--- src/sv/amb_pkg.sv ---
// ---------------------------------------------------------------------------
// amb_pkg
// Shared types, codes and helpers for the audio Manchester bit recovery block.
// ---------------------------------------------------------------------------
package amb_pkg;

   localparam int COUNT_W     = 16;
   localparam int RATE_W      = 17;
   localparam int SAMPLE_W    = 16;
   localparam int VALUE_W     = 17;
   localparam int LEVEL_W     = 17;
   localparam int THR_W       = 7;
   localparam int SYM_W       = 2;
   localparam int CSR_INDEX_W = 2;
   localparam int FIFO_DEPTH  = 4;
   localparam int FIFO_PTR_W  = $clog2(FIFO_DEPTH);
   localparam int FIFO_CNT_W  = $clog2(FIFO_DEPTH + 1);

   localparam logic [COUNT_W-1:0] COUNT_MAX = '1;

   localparam logic [SYM_W-1:0] SYM_NONE = 2'd0;
   localparam logic [SYM_W-1:0] SYM_ZERO = 2'd1;
   localparam logic [SYM_W-1:0] SYM_ONE  = 2'd2;

   // half-bit tracking
   localparam logic [1:0] HP_UNSYNC = 2'd0;
   localparam logic [1:0] HP_SYNC   = 2'd1;
   localparam logic [1:0] HP_HALF   = 2'd2;

   localparam logic [CSR_INDEX_W-1:0] CSR_RATE    = 2'd0;
   localparam logic [CSR_INDEX_W-1:0] CSR_SIXTEEN = 2'd1;
   localparam logic [CSR_INDEX_W-1:0] CSR_SIGNED  = 2'd2;
   localparam logic [CSR_INDEX_W-1:0] CSR_STEREO  = 2'd3;

   localparam logic [RATE_W-1:0] RATE_RESET = 17'd24000;
   localparam logic [RATE_W-1:0] RATE_MIN   = 17'd8000;
   localparam logic [RATE_W-1:0] RATE_MAX   = 17'd96000;

   localparam logic [2:0] K_QUARTER       = 3'd1;
   localparam logic [2:0] K_THREE_QUARTER = 3'd3;
   localparam logic [2:0] K_FIVE_QUARTER  = 3'd5;

   // floor(x / 4800) as (x * RECIP) >> 32, exact for x below 2^19
   localparam logic [19:0] ROUND_ADD = 20'd2400;
   localparam logic [19:0] RECIP     = 20'd894785;

   typedef struct packed {
      logic [1:0]       count;
      logic [SYM_W-1:0] sym_a;
      logic [SYM_W-1:0] sym_b;
   } emit_type;

   function automatic logic [THR_W-1:0] rate_threshold(input logic [RATE_W-1:0] rate,
                                                      input logic [2:0] k);
      logic [RATE_W-1:0] r;
      logic [19:0]       x;
      logic [39:0]       p;
      r = rate;
      if (r < RATE_MIN) begin
         r = RATE_MIN;
      end else if (r > RATE_MAX) begin
         r = RATE_MAX;
      end
      x = 20'(r) * 20'(k) + ROUND_ADD;
      p = 40'(x) * 40'(RECIP);
      return p[38:32];
   endfunction

endpackage

--- src/sv/audio_manchester_bit_recovery.sv ---
// ---------------------------------------------------------------------------
// audio_manchester_bit_recovery
// Manchester bit recovery from an audio sample stream.
// a symbol is in the result queue in the cycle after the transfer that causes it
// throughput: one item per cycle while the result queue has room for two
// the result queue holds four symbols and drains one per cycle while rsp_ready is high
// reset: synchronous, 24 kHz rate, 8-bit signed mono, decoder unsynchronized
// ---------------------------------------------------------------------------
module audio_manchester_bit_recovery (
   input  logic                             clock,
   input  logic                             reset,
   input  logic                             req_valid,
   output logic                             req_ready,
   input  logic                             req_kind,
   input  logic [amb_pkg::SAMPLE_W-1:0]     req_first_channel,
   input  logic [amb_pkg::SAMPLE_W-1:0]     req_second_channel,
   output logic                             rsp_valid,
   input  logic                             rsp_ready,
   output logic [amb_pkg::SYM_W-1:0]        rsp_symbol,
   output logic                             rsp_last,
   input  logic                             csr_write,
   input  logic [amb_pkg::CSR_INDEX_W-1:0]  csr_index,
   input  logic [amb_pkg::RATE_W-1:0]       csr_wdata
);

   amb_pkg::emit_type emit;
   logic              accept;

   assign accept = req_valid && req_ready;

   amb_decode u_decode (
      .clock          (clock),
      .reset          (reset),
      .accept         (accept),
      .kind           (req_kind),
      .first_channel  (req_first_channel),
      .second_channel (req_second_channel),
      .csr_write      (csr_write),
      .csr_index      (csr_index),
      .csr_wdata      (csr_wdata),
      .emit           (emit)
   );

   amb_fifo u_fifo (
      .clock      (clock),
      .reset      (reset),
      .emit       (emit),
      .space      (req_ready),
      .rsp_valid  (rsp_valid),
      .rsp_ready  (rsp_ready),
      .rsp_symbol (rsp_symbol),
      .rsp_last   (rsp_last)
   );

endmodule

--- src/sv/amb_decode.sv ---
// ---------------------------------------------------------------------------
// amb_decode
// Sample normalization, level filter, polarity tracking and symbol decisions.
// ---------------------------------------------------------------------------
module amb_decode (
   input  logic                                clock,
   input  logic                                reset,
   input  logic                                accept,
   input  logic                                kind,
   input  logic [amb_pkg::SAMPLE_W-1:0]        first_channel,
   input  logic [amb_pkg::SAMPLE_W-1:0]        second_channel,
   input  logic                                csr_write,
   input  logic [amb_pkg::CSR_INDEX_W-1:0]     csr_index,
   input  logic [amb_pkg::RATE_W-1:0]          csr_wdata,
   output amb_pkg::emit_type                   emit
);

   logic [amb_pkg::LEVEL_W-1:0] level_ff, level_in;
   logic [amb_pkg::COUNT_W-1:0] count_ff, count_in;
   logic                        pol_ff, pol_in;
   logic [1:0]                  hp_ff, hp_in;
   logic [amb_pkg::THR_W-1:0]   t1_ff, t1_in, t3_ff, t3_in, t5_ff, t5_in;
   logic                        sixteen_ff, signed_ff, stereo_ff;

   logic signed [amb_pkg::VALUE_W-1:0] va, vb, v;
   logic [amb_pkg::VALUE_W-1:0]        mag;
   logic signed [17:0]                 diff, step, lsum, vext, hs;
   logic [amb_pkg::LEVEL_W-1:0]        level_new;
   logic [15:0]                        half, h;
   logic                               p;
   logic [amb_pkg::COUNT_W-1:0]        cinc, c1, c3, c5;

   function automatic logic signed [amb_pkg::VALUE_W-1:0] norm(
      input logic [amb_pkg::SAMPLE_W-1:0] bits,
      input logic                         sixteen,
      input logic                         is_signed);
      logic [15:0] b16;
      logic [7:0]  b8;
      b16 = bits ^ {~is_signed, 15'b0};
      b8  = bits[7:0] ^ {~is_signed, 7'b0};
      if (sixteen) begin
         return {b16[15], b16};
      end
      return {{9{b8[7]}}, b8};
   endfunction

   assign c1 = amb_pkg::COUNT_W'(t1_ff);
   assign c3 = amb_pkg::COUNT_W'(t3_ff);
   assign c5 = amb_pkg::COUNT_W'(t5_ff);

   // sample path
   always_comb begin
      va = norm(first_channel, sixteen_ff, signed_ff);
      vb = norm(second_channel, sixteen_ff, signed_ff);
      v  = stereo_ff ? (va + vb) : va;
      mag = v[amb_pkg::VALUE_W-1] ? amb_pkg::VALUE_W'(-v) : amb_pkg::VALUE_W'(v);
      diff = $signed({1'b0, mag}) - $signed({1'b0, level_ff});
      step = diff >>> 6;
      lsum = $signed({1'b0, level_ff}) + step;
      level_new = lsum[amb_pkg::LEVEL_W-1:0];
      half = level_new[amb_pkg::LEVEL_W-1:1];
      h = (half < 16'd8) ? 16'd8 : half;
      vext = {v[amb_pkg::VALUE_W-1], v};
      hs = $signed({2'b00, h});
      p = pol_ff;
      if (vext > hs) begin
         p = 1'b1;
      end else if (vext < -hs) begin
         p = 1'b0;
      end
      cinc = (count_ff != amb_pkg::COUNT_MAX) ? count_ff + 1'b1 : count_ff;
   end

   always_comb begin
      level_in = level_ff;
      count_in = count_ff;
      pol_in   = pol_ff;
      hp_in    = hp_ff;
      t1_in    = t1_ff;
      t3_in    = t3_ff;
      t5_in    = t5_ff;
      emit     = '0;
      if (csr_write && csr_index == amb_pkg::CSR_RATE) begin
         level_in = '0;
         count_in = '0;
         pol_in   = 1'b0;
         hp_in    = amb_pkg::HP_UNSYNC;
         t1_in    = amb_pkg::rate_threshold(csr_wdata, amb_pkg::K_QUARTER);
         t3_in    = amb_pkg::rate_threshold(csr_wdata, amb_pkg::K_THREE_QUARTER);
         t5_in    = amb_pkg::rate_threshold(csr_wdata, amb_pkg::K_FIVE_QUARTER);
      end else if (accept && kind) begin
         // stop: flush final bit, then clear
         if (count_ff < c5) begin
            if (count_ff >= c3) begin
               emit.count = 2'd1;
               emit.sym_a = amb_pkg::SYM_ZERO;
            end else if (count_ff >= c1 && hp_ff != amb_pkg::HP_UNSYNC) begin
               emit.count = 2'd1;
               emit.sym_a = amb_pkg::SYM_ONE;
            end
         end
         level_in = '0;
         count_in = '0;
         pol_in   = 1'b0;
         hp_in    = amb_pkg::HP_UNSYNC;
      end else if (accept) begin
         level_in = level_new;
         count_in = cinc;
         if (p != pol_ff) begin
            pol_in   = p;
            count_in = '0;
            if (cinc < c1) begin
               if (hp_ff != amb_pkg::HP_UNSYNC) begin
                  hp_in      = amb_pkg::HP_UNSYNC;
                  emit.count = 2'd1;
                  emit.sym_a = amb_pkg::SYM_NONE;
               end
            end else if (cinc >= c5) begin
               hp_in = amb_pkg::HP_UNSYNC;
               if (hp_ff == amb_pkg::HP_HALF) begin
                  emit.count = 2'd2;
                  emit.sym_a = amb_pkg::SYM_ONE;
                  emit.sym_b = amb_pkg::SYM_NONE;
               end else begin
                  emit.count = 2'd1;
                  emit.sym_a = amb_pkg::SYM_NONE;
               end
            end else if (cinc >= c3) begin
               hp_in = amb_pkg::HP_SYNC;
               if (hp_ff == amb_pkg::HP_HALF) begin
                  emit.count = 2'd2;
                  emit.sym_a = amb_pkg::SYM_NONE;
                  emit.sym_b = amb_pkg::SYM_ZERO;
               end else begin
                  emit.count = 2'd1;
                  emit.sym_a = amb_pkg::SYM_ZERO;
               end
            end else if (hp_ff != amb_pkg::HP_HALF) begin
               hp_in = amb_pkg::HP_HALF;
            end else begin
               hp_in      = amb_pkg::HP_SYNC;
               emit.count = 2'd1;
               emit.sym_a = amb_pkg::SYM_ONE;
            end
         end
      end
   end

   always_ff @(posedge clock) begin
      if (reset) begin
         level_ff   <= '0;
         count_ff   <= '0;
         pol_ff     <= 1'b0;
         hp_ff      <= amb_pkg::HP_UNSYNC;
         t1_ff      <= amb_pkg::rate_threshold(amb_pkg::RATE_RESET, amb_pkg::K_QUARTER);
         t3_ff      <= amb_pkg::rate_threshold(amb_pkg::RATE_RESET, amb_pkg::K_THREE_QUARTER);
         t5_ff      <= amb_pkg::rate_threshold(amb_pkg::RATE_RESET, amb_pkg::K_FIVE_QUARTER);
         sixteen_ff <= 1'b0;
         signed_ff  <= 1'b1;
         stereo_ff  <= 1'b0;
      end else begin
         level_ff <= level_in;
         count_ff <= count_in;
         pol_ff   <= pol_in;
         hp_ff    <= hp_in;
         t1_ff    <= t1_in;
         t3_ff    <= t3_in;
         t5_ff    <= t5_in;
         if (csr_write && csr_index == amb_pkg::CSR_SIXTEEN) begin
            sixteen_ff <= csr_wdata[0];
         end
         if (csr_write && csr_index == amb_pkg::CSR_SIGNED) begin
            signed_ff <= csr_wdata[0];
         end
         if (csr_write && csr_index == amb_pkg::CSR_STEREO) begin
            stereo_ff <= csr_wdata[0];
         end
      end
   end

endmodule

--- src/sv/amb_fifo.sv ---
// ---------------------------------------------------------------------------
// amb_fifo
// Result queue taking up to two symbols per cycle and giving one per transfer.
// ---------------------------------------------------------------------------
module amb_fifo (
   input  logic                       clock,
   input  logic                       reset,
   input  amb_pkg::emit_type          emit,
   output logic                       space,
   output logic                       rsp_valid,
   input  logic                       rsp_ready,
   output logic [amb_pkg::SYM_W-1:0]  rsp_symbol,
   output logic                       rsp_last
);

   logic [amb_pkg::SYM_W-1:0]      sym_ff [amb_pkg::FIFO_DEPTH];
   logic                           last_ff [amb_pkg::FIFO_DEPTH];
   logic [amb_pkg::FIFO_PTR_W-1:0] wr_ptr_ff, wr_ptr_in, rd_ptr_ff, rd_ptr_in, wr_next;
   logic [amb_pkg::FIFO_CNT_W-1:0] count_ff, count_in;
   logic                           pop;

   assign space      = (count_ff <= amb_pkg::FIFO_CNT_W'(amb_pkg::FIFO_DEPTH - 2));
   assign rsp_valid  = (count_ff != '0);
   assign rsp_symbol = sym_ff[rd_ptr_ff];
   assign rsp_last   = last_ff[rd_ptr_ff];
   assign pop        = rsp_valid && rsp_ready;
   assign wr_next    = wr_ptr_ff + 1'b1;

   always_comb begin
      rd_ptr_in = pop ? rd_ptr_ff + 1'b1 : rd_ptr_ff;
      wr_ptr_in = wr_ptr_ff + amb_pkg::FIFO_PTR_W'(emit.count);
      count_in  = count_ff + amb_pkg::FIFO_CNT_W'(emit.count)
                  - amb_pkg::FIFO_CNT_W'(pop);
   end

   always_ff @(posedge clock) begin
      if (emit.count != 2'd0) begin
         sym_ff[wr_ptr_ff]  <= emit.sym_a;
         last_ff[wr_ptr_ff] <= (emit.count == 2'd1);
      end
      if (emit.count == 2'd2) begin
         sym_ff[wr_next]  <= emit.sym_b;
         last_ff[wr_next] <= 1'b1;
      end
   end

   always_ff @(posedge clock) begin
      if (reset) begin
         wr_ptr_ff <= '0;
         rd_ptr_ff <= '0;
         count_ff  <= '0;
      end else begin
         wr_ptr_ff <= wr_ptr_in;
         rd_ptr_ff <= rd_ptr_in;
         count_ff  <= count_in;
      end
   end

endmodule
--- config.mk ---
export PLATFORM = sky130hd
export DESIGN_NAME = audio_manchester_bit_recovery
export DESIGN_NICKNAME = d
export VERILOG_FILES = /design/src/sv/amb_pkg.sv /design/src/sv/audio_manchester_bit_recovery.sv /design/src/sv/amb_decode.sv /design/src/sv/amb_fifo.sv
export SDC_FILE = /design/constraint.sdc
export NUM_CORES = 2
export LEC_CHECK = 0
export BUFFER_PORTS_ARGS = -buffer_cell sky130_fd_sc_hd__buf_2
export CAP_MARGIN = 20
export CORE_ASPECT_RATIO = 1.1
export CORE_MARGIN = 2
export CORE_UTILIZATION = 60
export DETAILED_ROUTE_END_ITERATION = 7
export GPL_ROUTABILITY_DRIVEN = 0
export GPL_TIMING_DRIVEN = 1
export PLACE_DENSITY = 0.84
export SLEW_MARGIN = 25
export SYNTH_ARGS = -nofsm -noshare
export SYNTH_HDL_FRONTEND = slang
export SYNTH_SLANG_ARGS = --single-unit
export TNS_END_PERCENT = 10
--- constraint.sdc ---
create_clock -name clock -period 10.1 [get_ports clock]
set_input_delay 0.505 -clock clock [delete_from_list [all_inputs] [get_ports clock]]
set_output_delay 0.505 -clock clock [all_outputs]
set_load 0.02 [all_outputs]
---- After elaboration in Yosys (flattened, before gate mapping) ----
Memories as Yosys holds them, arrays and structs flattened. A register that Yosys moved wholly into a read port is not among the register bits.
Cells that the tools add are included.
word-level totals
  register bits after elaboration ......... 67
  RAM bits ................................ 12
  output and inout bits ................... 5
  memories kept ........................... 2
  input bits .............................. 57
operators by class
  multiply operators ...................... 5
  order comparisons ....................... 12
  multiplexer cells ....................... 46
  reduce and logical (&&, ||, !) cells .... 15
  add/sub/neg operators ................... 14
  bitwise logic cells ..................... 5
  equality and inequality tests ........... 10
memory list
  memory          words  bits a word  read ports  clocked after Yosys merged registers in  write ports  line            text
  u_fifo.sym_ff   4      2            1           1                                        2            amb_fifo.sv:16  logic [amb_pkg::SYM_W-1:0] sym_ff [amb_pkg::FIFO_DEPTH];
  u_fifo.last_ff  4      1            1           1                                        2            amb_fifo.sv:17  logic last_ff [amb_pkg::FIFO_DEPTH];
operator list
  kind                                                           number
  two-way mux 17 bit                                             9
  multiplier 20 x 20 -> 39 bit (second input constant)           3
  greater-or-equal comparator 16 x 7 -> 1 bit                    4
  two-way mux 16 bit                                             3
  less-than comparator 16 x 7 -> 1 bit                           2
  bitwise XOR 16 bit                                             2
  two-way mux 4 bit                                              7
  two-way mux 6 bit                                              4
  two-way mux 2 bit                                              11
  adder 19 x 12 -> 20 bit (second input constant)                1
  adder 20 x 12 -> 20 bit (second input constant)                1
  multiplier 17 x 3 -> 20 bit (second input constant)            1
  multiplier 17 x 2 -> 19 bit (second input constant)            1
  adder 17 x 12 -> 18 bit (second input constant)                1
  less-than comparator 17 x 18 -> 1 bit                          1
  negation 16 -> 18 bit                                          1
  subtractor 17 x 17 -> 18 bit                                   1
  adder 17 x 12 -> 17 bit                                        1
  adder 17 bit                                                   1
  > comparator 17 bit                                            1
  > comparator 17 bit (second input constant)                    1
  less-than comparator 17 x 13 -> 1 bit (second input constant)  1
  negation 17 bit                                                1
  adder 16 x 1 -> 16 bit (second input constant)                 1
  23 further kinds                                               47

---- Longest topological paths before layout ----
  depth in word-level cells ............... 24
  gate-level depth with buffers ........... 58
  gate-level depth less buffers ........... 52

---- Hierarchy ----
Synthesis repeated with hierarchy kept, for this count alone.
second synthesis, totals
  cells, all modules ...................... 2995
  area, all modules ....................... 27229.9 um^2
modules (own cells, without submodules)
  module                         cells each  instances  area an instance (um^2)
  amb_decode                     2895        1          26100.0
  amb_fifo                       99          1          1123.6
  audio_manchester_bit_recovery  1           1          6.3

---- Least setup slack after synthesis ----
Ideal clock, no wire load.
  kind .................................... reg-to-reg
  start ................................... register u_decode.sixteen_ff
  end ..................................... register u_fifo.count_ff[2] (netlist bit)
  data required time ...................... 9.972 ns
  path buffers ............................ 7
  slack ................................... -1.049 ns
  arrival ................................. 11.021 ns
  clock period less this slack ............ 11.149 ns
  setup time .............................. 0.128 ns
  stages on the path, launching flop included .. 58
  cell sequence ........................... dfxtp_1 clkbuf_1 clkbuf_1 mux2i_1 xor2_1 ha_1 or4b_1 a21oi_1 a221oi_1 a21oi_1 a31oi_1 buf_2 inv_1 clkbuf_1 o21ai_0 xnor2_1 ha_1 nand3_1 [22 not listed] nand2_1 nor2b_1 xnor2_1 ha_1 or4_1 o21ai_0 nor4_1 a211oi_1 a21oi_1 a211o_1 a221o_1 clkbuf_1 ha_1 inv_1 fa_1 xor2_1 xnor2_1 nor2_1
between the ends
  word-level cells in the longest chain between the ends .. 21
RTL lines
  element                        line               text
  start: declaration             amb_decode.sv:23   logic sixteen_ff, signed_ff, stereo_ff;
  start signal: assignment       amb_decode.sv:170  sixteen_ff <= csr_wdata[0];
  two-way mux 1 bit (*)          amb_decode.sv:41   if (sixteen) begin
  two-way mux 17 bit             amb_decode.sv:44   return {{9{b8[7]}}, b8};
  adder 17 bit                   amb_decode.sv:55   v = stereo_ff ? (va + vb) : va;
  two-way mux 17 bit (*)         amb_decode.sv:55
  negation 17 bit                amb_decode.sv:56   mag = v[amb_pkg::VALUE_W-1] ? amb_pkg::VALUE_W'(-v) : amb_pkg::VALUE_W'(v);
  two-way mux 17 bit             amb_decode.sv:56
  subtractor 17 x 17 -> 18 bit   amb_decode.sv:57   diff = $signed({1'b0, mag}) - $signed({1'b0, level_ff});
  adder 17 x 12 -> 17 bit        amb_decode.sv:59   lsum = $signed({1'b0, level_ff}) + step;
  [5 not listed]                 -
  two-way mux 1 bit (*)          amb_decode.sv:66   if (vext > hs) begin
  != test 1 bit (*)              amb_decode.sv:109  if (p != pol_ff) begin
  two-way mux 6 bit (*)          amb_decode.sv:109
  two-way mux 6 bit (*)          amb_decode.sv:106  end else if (accept) begin
  two-way mux 4 bit (*)          amb_decode.sv:91   end else if (accept && kind) begin
  two-way mux 6 bit (*)          amb_decode.sv:83   if (csr_write && csr_index == amb_pkg::CSR_RATE) begin
  adder 3 x 2 -> 3 bit (*)       amb_fifo.sv:32     count_in = count_ff + amb_pkg::FIFO_CNT_W'(emit.count)
  subtractor 3 x 1 -> 3 bit (*)  amb_fifo.sv:33     - amb_pkg::FIFO_CNT_W'(pop);
  end signal: assignment         amb_fifo.sv:55     count_ff <= count_in;
  end: declaration               amb_fifo.sv:19     logic [amb_pkg::FIFO_CNT_W-1:0] count_ff, count_in;
Every way passes the cells marked *; elsewhere a longest branch is shown, timed or not.
A chain may end at the register's enable or synchronous reset.

---- Worst setup path after layout ----
  start ................................... input csr_wdata[0] (netlist bit)
  end ..................................... register u_decode.t5_ff[6] (netlist bit)
between the ends
  word-level cells in the longest chain between the ends .. 7
RTL lines
  element                           line                                 text
  start: declaration                audio_manchester_bit_recovery.sv:23  input logic [amb_pkg::RATE_W-1:0] csr_wdata
  > comparator 17 bit               amb_pkg.sv:61                        end else if (r > RATE_MAX) begin
  two-way mux 17 bit                amb_pkg.sv:61
  two-way mux 17 bit (*)            amb_pkg.sv:59                        if (r < RATE_MIN) begin
  two-way mux 17 bit (*)            amb_decode.sv:83
  multiplier 17 x 3 -> 20 bit (*)   amb_pkg.sv:64                        x = 20'(r) * 20'(k) + ROUND_ADD;
  adder 20 x 12 -> 20 bit (*)       amb_pkg.sv:64
  multiplier 20 x 20 -> 39 bit (*)  amb_pkg.sv:65                        p = 40'(x) * 40'(RECIP);
  end signal: assignment            amb_decode.sv:157                    t5_ff <= amb_pkg::rate_threshold(amb_pkg::RATE_RESET, amb_pkg::K_FIVE_QUARTER);
  end signal: assignment            amb_decode.sv:168                    t5_ff <= t5_in;
  end: declaration                  amb_decode.sv:22                     logic [amb_pkg::THR_W-1:0] t1_ff, t1_in, t3_ff, t3_in, t5_ff, t5_in;
Every way passes the cells marked *; elsewhere a longest branch is shown, timed or not. The select of a mux whose other input is x is not followed.

==> run metrics <==
Setup WS post-layout -0.210 ns; post-DP HPWL roughly 64000 µm; first-pass GRT wire length 123000 µm; Hold-fix buffers, CTS 0; Max Slew Vio Count 0; Worst-Margin Slew between 0.9 and 1 ns; Post-synth EDFFs 4; fin area roughly 32000 µm²; top cells by area, synth ha_1, fa_1, inv_1, dfxtp_1, xnor2_1; Max-cap violations 0; #FFs+latches synth 81; largest family of logic cells by synthesized area adder cells; xor and xnor area share after synthesis about 4.2%; yosys warns 0; largest net degree at the start of global routing 42; hold crit path type register to register; fmax about 97 MHz; Worst path slowest cell fa_1; placed cell areas ~31000 µm²; Slew headroom 39.4%; simple-gate share of the synthesized area 10.9%; final worst path period share 102%; met2 WL around 40000 µm; M1 wire length roughly 30000 µm; DRC 0; clk_lat worst skew 0.36 ns; cell taking the most area after synthesis ha_1; total wire length 82500 µm; status finished with violations; Most common cell on crit path buf_4; Fin Hold WS around 0.46 ns; IO buf count between 60 and 70; Non-Filler Instances ~4000; wire length per cell about 21 µm; Adder-Cell Fraction of Synth Area roughly 56%; core area approximately 45000 µm²; Tmin final slightly above 10 ns; cell area after synthesis around 28000 µm²; Syn Inst Count about 3100; Worst EP arrival roughly 11 ns; CP peak stage delay between 0.5 and 0.6 ns; gr usage total around a third; Post-Route Utilization between 70% and 80%; drt first pass iters 6; GRT overflow 0; share of the synthesized area in the top cell type around 30%; Die Footprint approximately 48000 µm²; IO Pins 62; Reg clk slew, reported paths approximately 0.06 ns; main flop type after synthesis dfxtp_1; Die X 208 µm; multiplexer area fraction after synthesis under 10%; Area growth syn-to-layout 17.0%; nets@finish 4501; antenna violations before repair 1; Row Count 82; root buffer cell clkbuf_16; Syn Area/Cell 9.03 µm²; commonest non-fill, non-tap cells in the layout inv_1, ha_1, fa_1, buf_4, nor2_1; vias in the first global route 25100; Initial Util between 60% and 70%; routed length on met3 around 6400 µm; commonest non-fill, non-tap cell in the layout inv_1; crit start category input port; Post-synth ARST share 0%; layout cells sized above 1 between 10% and 20%; violations in the final reports setup timing; complex-gate fraction of the synthesized area between 10% and 20%; Fin Clk Skew about 0.013 ns; Unique masters post-synth 95; Sink Count 81; initial DRC count approximately 1900; TritonCTS clock tree done; Chip Height 229 µm; via count between 20000 and 25000; Critical Path RT 10.35 ns; total CTS buffers 9; H-tree levels 3; antenna-violating nets left 0; Top Metal Used met4; Worst setup EP type register; vias per cell 6.10; crit path max fanout 3; Final Hold Fails 0; clock buffer depth 2; sequential fraction of the synthesis area between 6 and 7%; RSZ-0062 raised after global routing yes; Final Setup Violations 8; Setup CP Type input port to register; Cells after DPL 3969
## sequential cells by signal (all words and copies together), names as in the netlist, named ones only
signal,flops
u_fifo.rd_ptr_ff,2
u_decode.t5_ff,7
u_decode.sixteen_ff,1
u_fifo.count_ff,3
u_decode.hp_ff,2
u_fifo.last_ff,4
u_fifo.wr_ptr_ff,2
u_decode.stereo_ff,1
u_decode.count_ff,16
u_decode.signed_ff,1
u_decode.level_ff,17
u_decode.t1_ff,7
u_decode.t3_ff,7
u_fifo.sym_ff,8
u_decode.pol_ff,1
## timing repair
item,4_1_cts,5_1_grt
setup buffers,2,34
setup endpoints to repair,26,52
resized for setup,13,148
pin swaps,1,94
## metrics by stage
step | setup slack, ns | setup TNS [ns]
final | -0.210 | -0.873
after global routing | -0.643 | -9.77
after CTS | -0.0520 | -0.0674
after detailed placement | -0.559 | -11.57
after global placement | -0.284 | -3.29
after floorplan | -0.261 | -0.983
## worst paths after layout
path	slack (ns)	end	depth (start not counted)	from
max reg2reg	-0.07	u_fifo.sym_ff[2][0]$_DFFE_PP_	49	u_decode.signed_ff$_SDFFE_PP1P_
max	-0.21	u_decode.t5_ff[6]$_SDFFE_PP0P_	49	csr_wdata[0]
min reg2reg	0.46	u_decode.t5_ff[2]$_SDFFE_PP0P_	2	u_decode.t5_ff[2]$_SDFFE_PP0P_
min	0.46	u_decode.t5_ff[2]$_SDFFE_PP0P_	2	u_decode.t5_ff[2]$_SDFFE_PP0P_
## routing by layer
metal / GRT usage (%) / vias to the layer above
met5: 0 / -
met4: 17.2 / 0
met3: 3.67 / 526
met2: 56.6 / 1346
met1: 37.1 / 11700
li1: - / 11000
## worst max-delay path: cells and delay by family
family                     cells  cell delay [ns]
muxes                          1             0.10
and+or+nand+nor                8             1.36
xor gates and xnor gates       1             0.13
adders and majority gates     12             3.95
buffers and inverters         13             1.61
AOI/OAI and AO/OA             14             2.84
## cell families after synthesis
logic type,Yosys count
simple gates,577
fa+ha+maj,1016
other cells,1
compound gates,502
mux,25
xor+xnor,131
flops,81
buf+inv,718
## synth_stat cells, drive strengths merged (9+ instances only)
master and number:
or2 10, nor3 48, a21o 64, nand2 124
ha 660, dfxtp 77, a21boi 9, nor2b 22
nor2 143, fa 356, o21a 20, a31oi 18
nand3 72, a21oi 136, o211ai 20, o31ai 15
nor4 14, and2 21, buf 11, or3 18
o2111ai 11, a211oi 28, inv 675, xor2 41
xnor2 89, nand2b 24, mux2i 17, nand3b 14
nand4 26, clkbuf 32, o21ai 99
## layout make-up
class                           instances  area (µm²)
Antenna cell                            1        2.50
Tap cell                              588         736
Multi-Input combinational cell       2253       24000
Fill cell                            2995       13200
Clock buffer                            9         225
Sequential cell                        81        1670
Inverter                              675        2530
Clock inverter                          7         106
Timing Repair Buffer                  408        2940
Power is not shown: default switching activity piles up to over one toggle a cycle in this logic, so the estimate is an artifact.
